==> config.mk <==
export PLATFORM = sky130hd
export DESIGN_NAME = sha256_stream_hasher
export DESIGN_NICKNAME = d
export VERILOG_FILES = /design/src/sha_pkg.sv /design/src/sha_dp.sv /design/src/sha_ctrl.sv /design/src/sha256_stream_hasher.sv
export SDC_FILE = /design/constraint.sdc
export NUM_CORES = 2
export LEC_CHECK = 0
export ABC_AREA = 0
export BUFFER_PORTS_ARGS = -buffer_cell sky130_fd_sc_hd__buf_2
export CAP_MARGIN = 20
export CORE_MARGIN = 1
export CORE_UTILIZATION = 45
export CTS_CLUSTER_SIZE = 30
export DETAILED_ROUTE_END_ITERATION = 8
export SETUP_SLACK_MARGIN = 0.2
export SYNTH_ARGS = -nofsm -noshare
export SYNTH_HDL_FRONTEND = slang
export SYNTH_SLANG_ARGS = --single-unit
==> constraint.sdc <==
create_clock -name clk -period 24.9 [get_ports clk]
set_input_delay 0 -clock clk [delete_from_list [all_inputs] [get_ports clk]]
set_output_delay 0 -clock clk [all_outputs]
set_load 0.005 [all_outputs]
==> src/sha_pkg.sv <==
// sha_pkg: shared types, constants and round functions for the SHA-256 hasher.
// No dependencies.
`default_nettype none

package sha_pkg;

	localparam logic [6:0] FILL_LAST_BYTE = 7'd63;
	localparam logic [6:0] FILL_PAD_END   = 7'd56;
	localparam logic [6:0] FILL_BLOCK     = 7'd64;
	localparam logic [7:0] PAD_MARK       = 8'h80;
	localparam logic [2:0] LAST_WORD_IDX  = 3'd7;
	localparam logic [5:0] LAST_ROUND     = 6'd63;

	localparam logic [31:0] K_TAB [64] = '{
		32'h428a2f98, 32'h71374491, 32'hb5c0fbcf, 32'he9b5dba5,
		32'h3956c25b, 32'h59f111f1, 32'h923f82a4, 32'hab1c5ed5,
		32'hd807aa98, 32'h12835b01, 32'h243185be, 32'h550c7dc3,
		32'h72be5d74, 32'h80deb1fe, 32'h9bdc06a7, 32'hc19bf174,
		32'he49b69c1, 32'hefbe4786, 32'h0fc19dc6, 32'h240ca1cc,
		32'h2de92c6f, 32'h4a7484aa, 32'h5cb0a9dc, 32'h76f988da,
		32'h983e5152, 32'ha831c66d, 32'hb00327c8, 32'hbf597fc7,
		32'hc6e00bf3, 32'hd5a79147, 32'h06ca6351, 32'h14292967,
		32'h27b70a85, 32'h2e1b2138, 32'h4d2c6dfc, 32'h53380d13,
		32'h650a7354, 32'h766a0abb, 32'h81c2c92e, 32'h92722c85,
		32'ha2bfe8a1, 32'ha81a664b, 32'hc24b8b70, 32'hc76c51a3,
		32'hd192e819, 32'hd6990624, 32'hf40e3585, 32'h106aa070,
		32'h19a4c116, 32'h1e376c08, 32'h2748774c, 32'h34b0bcb5,
		32'h391c0cb3, 32'h4ed8aa4a, 32'h5b9cca4f, 32'h682e6ff3,
		32'h748f82ee, 32'h78a5636f, 32'h84c87814, 32'h8cc70208,
		32'h90befffa, 32'ha4506ceb, 32'hbef9a3f7, 32'hc67178f2
	};

	localparam logic [31:0] IV_TAB [8] = '{
		32'h6a09e667, 32'hbb67ae85, 32'h3c6ef372, 32'ha54ff53a,
		32'h510e527f, 32'h9b05688c, 32'h1f83d9ab, 32'h5be0cd19
	};

	typedef enum logic [2:0] {
		ST_IDLE,
		ST_PAD_ONE,
		ST_PAD_ZERO,
		ST_LEN,
		ST_LOAD,
		ST_RND,
		ST_ADD,
		ST_OUT
	} sha_state_t;

	typedef enum logic [1:0] {
		SRC_DATA,
		SRC_MARK,
		SRC_ZERO
	} byte_src_t;

	typedef struct packed {
		logic       wr_byte;
		byte_src_t  src;
		logic [5:0] addr;
		logic       count;
		logic       wr_len;
		logic       load;
		logic       round;
		logic [5:0] rnd;
		logic       add;
		logic       shift_out;
		logic       init;
	} sha_cmd_t;

	function automatic logic [31:0] rotr(input logic [31:0] x, input int unsigned n);
		return (x >> n) | (x << (32 - n));
	endfunction

	function automatic logic [31:0] bsig0(input logic [31:0] x);
		return rotr(x, 2) ^ rotr(x, 13) ^ rotr(x, 22);
	endfunction

	function automatic logic [31:0] bsig1(input logic [31:0] x);
		return rotr(x, 6) ^ rotr(x, 11) ^ rotr(x, 25);
	endfunction

	function automatic logic [31:0] ssig0(input logic [31:0] x);
		return rotr(x, 7) ^ rotr(x, 18) ^ (x >> 3);
	endfunction

	function automatic logic [31:0] ssig1(input logic [31:0] x);
		return rotr(x, 17) ^ rotr(x, 19) ^ (x >> 10);
	endfunction

	function automatic logic [31:0] f_ch(input logic [31:0] e, input logic [31:0] f,
			input logic [31:0] g);
		return (e & f) ^ (~e & g);
	endfunction

	function automatic logic [31:0] f_maj(input logic [31:0] a, input logic [31:0] b,
			input logic [31:0] c);
		return (a & b) ^ (a & c) ^ (b & c);
	endfunction

endpackage

`default_nettype wire

==> src/sha_dp.sv <==
// sha_dp: SHA-256 datapath: block/schedule words, working variables, chaining words,
// bit counter and one compression round per cycle. Depends on sha_pkg.
`default_nettype none

module sha_dp import sha_pkg::*; (
	input  wire logic        clk,
	input  wire logic        arst_n,
	input  wire sha_cmd_t    cmd,
	input  wire logic [7:0]  data_byte,
	output logic      [31:0] digest_word
);

	logic [31:0] h_q [8];
	logic [31:0] v_q [8];
	logic [31:0] w_q [16];
	logic [63:0] bits_q;

	logic [7:0]  wr_val;
	logic [3:0]  wr_word;
	logic [4:0]  wr_lsb;
	logic [31:0] w_new;
	logic [31:0] t1;
	logic [31:0] t2;

	always_comb begin
		unique case (cmd.src)
			SRC_DATA: wr_val = data_byte;
			SRC_MARK: wr_val = PAD_MARK;
			SRC_ZERO: wr_val = 8'h00;
			default:  wr_val = 8'h00;
		endcase
	end

	// big-endian byte lanes within each word
	assign wr_word = cmd.addr[5:2];
	assign wr_lsb  = {~cmd.addr[1:0], 3'b000};

	assign w_new = w_q[0] + ssig0(w_q[1]) + w_q[9] + ssig1(w_q[14]);
	assign t1 = v_q[7] + bsig1(v_q[4]) + f_ch(v_q[4], v_q[5], v_q[6])
		+ K_TAB[cmd.rnd] + w_q[0];
	assign t2 = bsig0(v_q[0]) + f_maj(v_q[0], v_q[1], v_q[2]);

	always_ff @(posedge clk) begin
		if (cmd.wr_byte) begin
			w_q[wr_word][wr_lsb +: 8] <= wr_val;
		end else if (cmd.wr_len) begin
			w_q[14] <= bits_q[63:32];
			w_q[15] <= bits_q[31:0];
		end else if (cmd.round) begin
			for (int i = 0; i < 15; i++) begin
				w_q[i] <= w_q[i + 1];
			end
			w_q[15] <= w_new;
		end
	end

	always_ff @(posedge clk) begin
		if (cmd.load) begin
			v_q <= h_q;
		end else if (cmd.round) begin
			v_q[7] <= v_q[6];
			v_q[6] <= v_q[5];
			v_q[5] <= v_q[4];
			v_q[4] <= v_q[3] + t1;
			v_q[3] <= v_q[2];
			v_q[2] <= v_q[1];
			v_q[1] <= v_q[0];
			v_q[0] <= t1 + t2;
		end
	end

	always_ff @(posedge clk or negedge arst_n) begin
		if (!arst_n) begin
			h_q    <= IV_TAB;
			bits_q <= '0;
		end else begin
			if (cmd.init) begin
				h_q    <= IV_TAB;
				bits_q <= '0;
			end else begin
				if (cmd.add) begin
					for (int i = 0; i < 8; i++) begin
						h_q[i] <= h_q[i] + v_q[i];
					end
				end else if (cmd.shift_out) begin
					for (int i = 0; i < 7; i++) begin
						h_q[i] <= h_q[i + 1];
					end
					h_q[7] <= h_q[0];
				end
				if (cmd.count) begin
					bits_q <= bits_q + 64'd8;
				end
			end
		end
	end

	assign digest_word = h_q[0];

endmodule

`default_nettype wire

==> src/sha_ctrl.sv <==
// sha_ctrl: SHA-256 sequencer: byte intake, padding, round count and digest beats.
// Drives sha_dp through sha_cmd_t. Depends on sha_pkg.
`default_nettype none

module sha_ctrl import sha_pkg::*; (
	input  wire logic       clk,
	input  wire logic       arst_n,
	input  wire logic       data_valid,
	output logic            data_stall,
	input  wire logic       byte_valid,
	input  wire logic       last,
	output logic            digest_valid,
	input  wire logic       digest_stall,
	output logic      [2:0] word_index,
	output logic            last_word,
	output sha_cmd_t        cmd
);

	sha_state_t state_q, state_d;
	sha_state_t ret_q, ret_d;
	logic [6:0] fill_q, fill_d;
	logic [5:0] round_q, round_d;
	logic [2:0] idx_q, idx_d;
	logic       ovf_q, ovf_d;

	logic in_acc;
	logic out_acc;
	logic zero_done;

	assign data_stall   = (state_q != ST_IDLE);
	assign digest_valid = (state_q == ST_OUT);
	assign in_acc    = data_valid && !data_stall;
	assign out_acc   = digest_valid && !digest_stall;
	assign zero_done = !ovf_q && (fill_q == FILL_PAD_END);

	always_ff @(posedge clk or negedge arst_n) begin
		if (!arst_n) begin
			state_q <= ST_IDLE;
			ret_q   <= ST_IDLE;
			fill_q  <= '0;
			round_q <= '0;
			idx_q   <= '0;
			ovf_q   <= 1'b0;
		end else begin
			state_q <= state_d;
			ret_q   <= ret_d;
			fill_q  <= fill_d;
			round_q <= round_d;
			idx_q   <= idx_d;
			ovf_q   <= ovf_d;
		end
	end

	always_comb begin
		state_d = state_q;
		ret_d   = ret_q;
		fill_d  = fill_q;
		round_d = round_q;
		idx_d   = idx_q;
		ovf_d   = ovf_q;
		unique case (state_q)
			ST_IDLE: begin
				if (in_acc) begin
					if (byte_valid) begin
						if (fill_q == FILL_LAST_BYTE) begin
							fill_d  = '0;
							ret_d   = last ? ST_PAD_ONE : ST_IDLE;
							state_d = ST_LOAD;
						end else begin
							fill_d = fill_q + 7'd1;
							if (last) begin
								state_d = ST_PAD_ONE;
							end
						end
					end else if (last) begin
						state_d = ST_PAD_ONE;
					end
				end
			end
			ST_PAD_ONE: begin
				fill_d  = fill_q + 7'd1;
				ovf_d   = fill_q >= FILL_PAD_END;
				state_d = ST_PAD_ZERO;
			end
			ST_PAD_ZERO: begin
				priority if (zero_done) begin
					state_d = ST_LEN;
				end else if (fill_q == FILL_BLOCK) begin
					fill_d  = '0;
					ovf_d   = 1'b0;
					ret_d   = ST_PAD_ZERO;
					state_d = ST_LOAD;
				end else begin
					fill_d = fill_q + 7'd1;
				end
			end
			ST_LEN: begin
				ret_d   = ST_OUT;
				state_d = ST_LOAD;
			end
			ST_LOAD: begin
				round_d = '0;
				state_d = ST_RND;
			end
			ST_RND: begin
				round_d = round_q + 6'd1;
				if (round_q == LAST_ROUND) begin
					state_d = ST_ADD;
				end
			end
			ST_ADD: begin
				state_d = ret_q;
			end
			ST_OUT: begin
				if (out_acc) begin
					idx_d = idx_q + 3'd1;
					if (idx_q == LAST_WORD_IDX) begin
						fill_d  = '0;
						state_d = ST_IDLE;
					end
				end
			end
			default: begin
				state_d = ST_IDLE;
			end
		endcase
	end

	always_comb begin
		cmd          = '0;
		cmd.src      = SRC_DATA;
		cmd.addr     = fill_q[5:0];
		cmd.rnd      = round_q;
		unique case (state_q)
			ST_IDLE: begin
				cmd.wr_byte = in_acc && byte_valid;
				cmd.count   = in_acc && byte_valid;
			end
			ST_PAD_ONE: begin
				cmd.wr_byte = 1'b1;
				cmd.src     = SRC_MARK;
			end
			ST_PAD_ZERO: begin
				cmd.wr_byte = !zero_done && (fill_q != FILL_BLOCK);
				cmd.src     = SRC_ZERO;
			end
			ST_LEN:  cmd.wr_len = 1'b1;
			ST_LOAD: cmd.load   = 1'b1;
			ST_RND:  cmd.round  = 1'b1;
			ST_ADD:  cmd.add    = 1'b1;
			ST_OUT: begin
				cmd.shift_out = out_acc;
				cmd.init      = out_acc && (idx_q == LAST_WORD_IDX);
			end
			default: begin
				cmd.src = SRC_DATA;
			end
		endcase
	end

	assign word_index = idx_q;
	assign last_word  = (idx_q == LAST_WORD_IDX);

`ifndef ASSERT_OFF
	a_fill_range: assert property (@(posedge clk) disable iff (!arst_n)
		fill_q <= FILL_BLOCK)
		else $error("fill count beyond one block");

	a_round_end: assert property (@(posedge clk) disable iff (!arst_n)
		(state_q == ST_RND && round_q == LAST_ROUND) |=> (state_q == ST_ADD))
		else $error("round 63 not followed by chaining add");

	a_msg_restart: assert property (@(posedge clk) disable iff (!arst_n)
		(out_acc && idx_q == LAST_WORD_IDX) |=> (state_q == ST_IDLE && fill_q == '0))
		else $error("no clean restart after final digest beat");

	a_ovf_fill: assert property (@(posedge clk) disable iff (!arst_n)
		(state_q == ST_PAD_ZERO && ovf_q) |-> (fill_q > FILL_PAD_END))
		else $error("overflow padding with fill at or below length slot");
`endif

endmodule

`default_nettype wire

==> src/sha256_stream_hasher.sv <==
// sha256_stream_hasher: top level of the SHA-256 byte-stream hasher.
// Instantiates sha_ctrl and sha_dp. Depends on sha_pkg.
`default_nettype none

// One message byte is taken per beat while the hasher is idle; an item with
// byte_valid low carries no byte, and last closes the message. Each full 64-byte
// block stalls the input through its compression (load, 64 rounds, chaining add),
// so no byte of a long message is taken while a block is being compressed.
// After a last beat the input stays stalled through padding: the 0x80 byte, the
// zero bytes up to the length slot and a step to close the zero run (and one more
// step at the block boundary when padding spills into a second block), the
// length, then one or two compressions. The eight digest words then leave as
// eight beats, word 0 first, and the hasher returns to the initial chaining
// values.
module sha256_stream_hasher import sha_pkg::*; (
	input  wire logic        clk,
	input  wire logic        arst_n,
	input  wire logic        data_valid,
	output logic             data_stall,
	input  wire logic [7:0]  data_byte,
	input  wire logic        byte_valid,
	input  wire logic        last,
	output logic             digest_valid,
	input  wire logic        digest_stall,
	output logic      [31:0] digest_word,
	output logic      [2:0]  word_index,
	output logic             last_word
);

	sha_cmd_t cmd;

	sha_ctrl u_ctrl (
		.clk          (clk),
		.arst_n       (arst_n),
		.data_valid   (data_valid),
		.data_stall   (data_stall),
		.byte_valid   (byte_valid),
		.last         (last),
		.digest_valid (digest_valid),
		.digest_stall (digest_stall),
		.word_index   (word_index),
		.last_word    (last_word),
		.cmd          (cmd)
	);

	sha_dp u_dp (
		.clk         (clk),
		.arst_n      (arst_n),
		.cmd         (cmd),
		.data_byte   (data_byte),
		.digest_word (digest_word)
	);

endmodule

`default_nettype wire
==> metrics.md <==
| Metric | Value |
|---|---|
| Post-synthesis register bit count | 1108 |
| YS warnings | 0 |
| Ys async rst share | 30.7% |
| WP data arrival | 10840 ps |
| GRT overflow | 0 |
| Status | complete, but fails checks |
| Avg Cell Area, Syn | 9.77 um^2 |
| F_max | 97.5 MHz |
| Period utilization | 41.2% |
| CP Launch Type | flop |
| Crit path max fanout | 16 |
| Share of cells above drive strength 1 | 8.31% |
| Die extent in y | 410 um |
| CP Capture Type | flop |
| Pins Over Slew Limit | 0 |
| DRT Wirelength | 266000 um |
| Synth top area share | 30.8% |
| # DRC | 16 |
| Post-DP HPWL | 193000 um |
| Synthesized instance count | 7656 |
| Vias | 60186 |
| Post-synthesis sequential area ratio | 42.4% |
| Die Span X | 410 um |
| Port Buffers | 51 |
| # Max-Cap Violations | 0 |
| H-tree depth | 4 |
| Period minus WS final | 10260 ps |
| CTS sink count | 1108 |
| Clock Path Buffers | 3 |
| Area Overhead vs Synth | 9.11% |
| Detail Route Antenna Nets | 0 |
| Initial antenna violation count | 6 |
| Clk Latency, worst-skew pair | 830 ps |
| Core Rows | 149 |
| Die area | 168000 um^2 |
| Data required, critical path | 25480 ps |
| Total GRT Usage | 31.1% |
| Initial Util | 45.3% |
| Layout Skew | 64.1 ps |
| Drt first pass iters | 8 |
| Largest net degree at the start of global routing | 213 |
| Dpl cells | 9519 |
| Most used cell, CP | fa_1 |
| Final setup viols | 0 |
| Routed WL per cell | 27.1 um |
| WS Path Type | reg2reg |
| Fin Setup TNS | 0 ps |
| Post-CTS setup buffers | 0 |
| Placer Congestion | 0.974 |
| Netlist Area Pre-Place | 74800 um^2 |
| Dominant cell type by area after synthesis | edfxtp_1 |
| Top post-synthesis cells by area | edfxtp_1 (31%), dfrtp_1 (6.8%), ha_1 (6.7%) |
| # IOs | 52 |
| Core Box Area | 165000 um^2 |
| Max incr delay on CP | 700 ps |
| Post-synth EDFFs | 768 |
| Worst Tran Pin Value | 1230 ps |
| Synthesized Nets | 8265 |
| Synth cell types | 110 |
| Hold Path Class | in2reg |
| First-pass GRT wire length | 388000 um |
| Vias in the first global route | 57204 |
| Hold Vio Cnt, Final | 0 |
| Top_reg_cell synth | edfxtp_1 |
| Cell Count, Final, Fillers Out | 9799 |
| TritonCTS Buffers | 134 |
| Initial DRC count | 6623 |
| Final hold slack | 74.0 ps |
| Reg clk slew, reported paths | 60 ps |
| Relative slew slack | 15.9% |
| Slowest stage cell, crit path | dfrtp_1 |
| RSZ-0062 raised after global routing | false |
| # nets final | 8107 |
| Fillers | 15319 |
| Vias/cell | 6.14 |
| Root Buffer | clkbuf_16 |
| Failing checks | DRC |
| CTS tree | yes |
registers in the layout (all words and copies together) (netlist names):
signal and count:
u_dp.digest_word 32, u_dp.bits_q 61, u_ctrl.round_q 6, u_ctrl.state_q 3
u_dp.w_q 512, u_ctrl.word_index 3, u_ctrl.fill_q 7, u_dp.h_q 224
u_ctrl.ovf_q 1, u_ctrl.ret_q 3, u_dp.v_q 256
per-stage QoR:
step	utilization [%]	setup WS [ps]	area (um^2)
final	49.5	14640	81600
after global routing	49.5	14040	81600
after CTS	49.4	14740	81500
after detailed placement	46.6	14790	76800
after global placement	46.5	14810	76800
after floorplan	-	16180	74800
layout by cell type (no fill, tap or decap), drive strengths merged, types with 64 or more instances in the layout:
master / count
a31oi: 64
buf: 175
a21oi: 597
edfxtp: 768
nor2: 473
fa: 195
dfrtp: 204
ha: 400
inv: 300
and3: 80
clkbuf: 187
nor2b: 77
a21o: 610
nor3: 89
nand3: 112
nand2b: 75
xor2: 207
nand2: 1022
dfstp: 136
o21ai: 535
xnor2: 388
routing by layer:
layer	routed length (um)	track usage, %	vias up	share of wire, %
met5	27	0	-	0.010
met4	11700	12.9	4	4.4
met3	23100	6.59	503	8.7
met2	118000	47.8	2680	45
met1	113000	42.5	29942	42
li1	-	-	27057	-
Yosys cell counts (41+ instances only):
cell type and instances:
nand2_1 1022, edfxtp_1 768, a21o_1 610, a21oi_1 590, o21ai_0 503, nor2_1 472
clkbuf_1 407, ha_1 400, xnor2_1 388, inv_1 294, xor2_1 207, dfrtp_1 204
fa_1 195, dfstp_2 136, nand3_1 111, nor3_1 85, and3_1 80, nor2b_1 77
nand2b_1 74, a31oi_1 63, o21a_1 63, mux2i_1 53, o22ai_1 46, buf_1 44
a221o_1 42, a211oi_1 41, a22oi_1 41
cells by family after synthesis:
kind of cell	count (synthesis)	share of synthesized area, %
buffers and inverters	785	4.11
xor gates and xnor gates	596	7.00
DFF	1108	42.4
AOI/OAI and AO/OA	2352	20.5
adders and majority gates	621	12.3
muxes	73	1.16
and+or+nand+nor	2121	12.6
path summary, 6_finish.rpt:
kind / cells after the start / slack [ps] / endpoint / startpoint
worst max-delay path: 36 / 14640 / u_dp.v_q[255] / u_ctrl.round_q[1]
worst min-delay path: 4 / 70 / u_dp.w_q[14][31] / data_byte[7]
worst max register to register: 36 / 14640 / u_dp.v_q[255] / u_ctrl.round_q[1]
worst min register to register: 2 / 490 / u_dp.h_q[223] / u_dp.h_q[223]
max in group asynchronous: 5 / 22510 / u_dp.h_q[150] / arst_n
min in group asynchronous: 2 / 110 / u_dp.h_q[35] / arst_n
critical path: cells and delay by family, from the launching register on:
family,cells,cell delay [ps]
buffers and inverters,4,750
AOI/OAI and AO/OA,13,2460
adders and majority gates,8,3370
xor gates and xnor gates,2,490
DFF,1,700
and+or+nand+nor,7,1370
muxes,2,810
timing repair:
| action | CTS | global route |
|---|---|---|
| hold endpoints to repair | 134 | 0 |
| resized for setup | 0 | 0 |
| hold buffers | 14 | 0 |
cell type report:
type / count / area (um^2) / share of cell area, %
inverter: 297 / 1120 / 1.37
antenna: 2 / 5.00 / 0.00613
clock buffer: 181 / 3680 / 4.51
sequential: 1108 / 31700 / 38.9
clock inverter: 65 / 836 / 1.02
timing repair buffer: 194 / 1380 / 1.69
tap: 2189 / 2740 / 3.36
multi-input combinational: 5763 / 40100 / 49.1
Power is not shown: default switching activity piles up to over one toggle a cycle in this logic, so the estimate is an artifact.
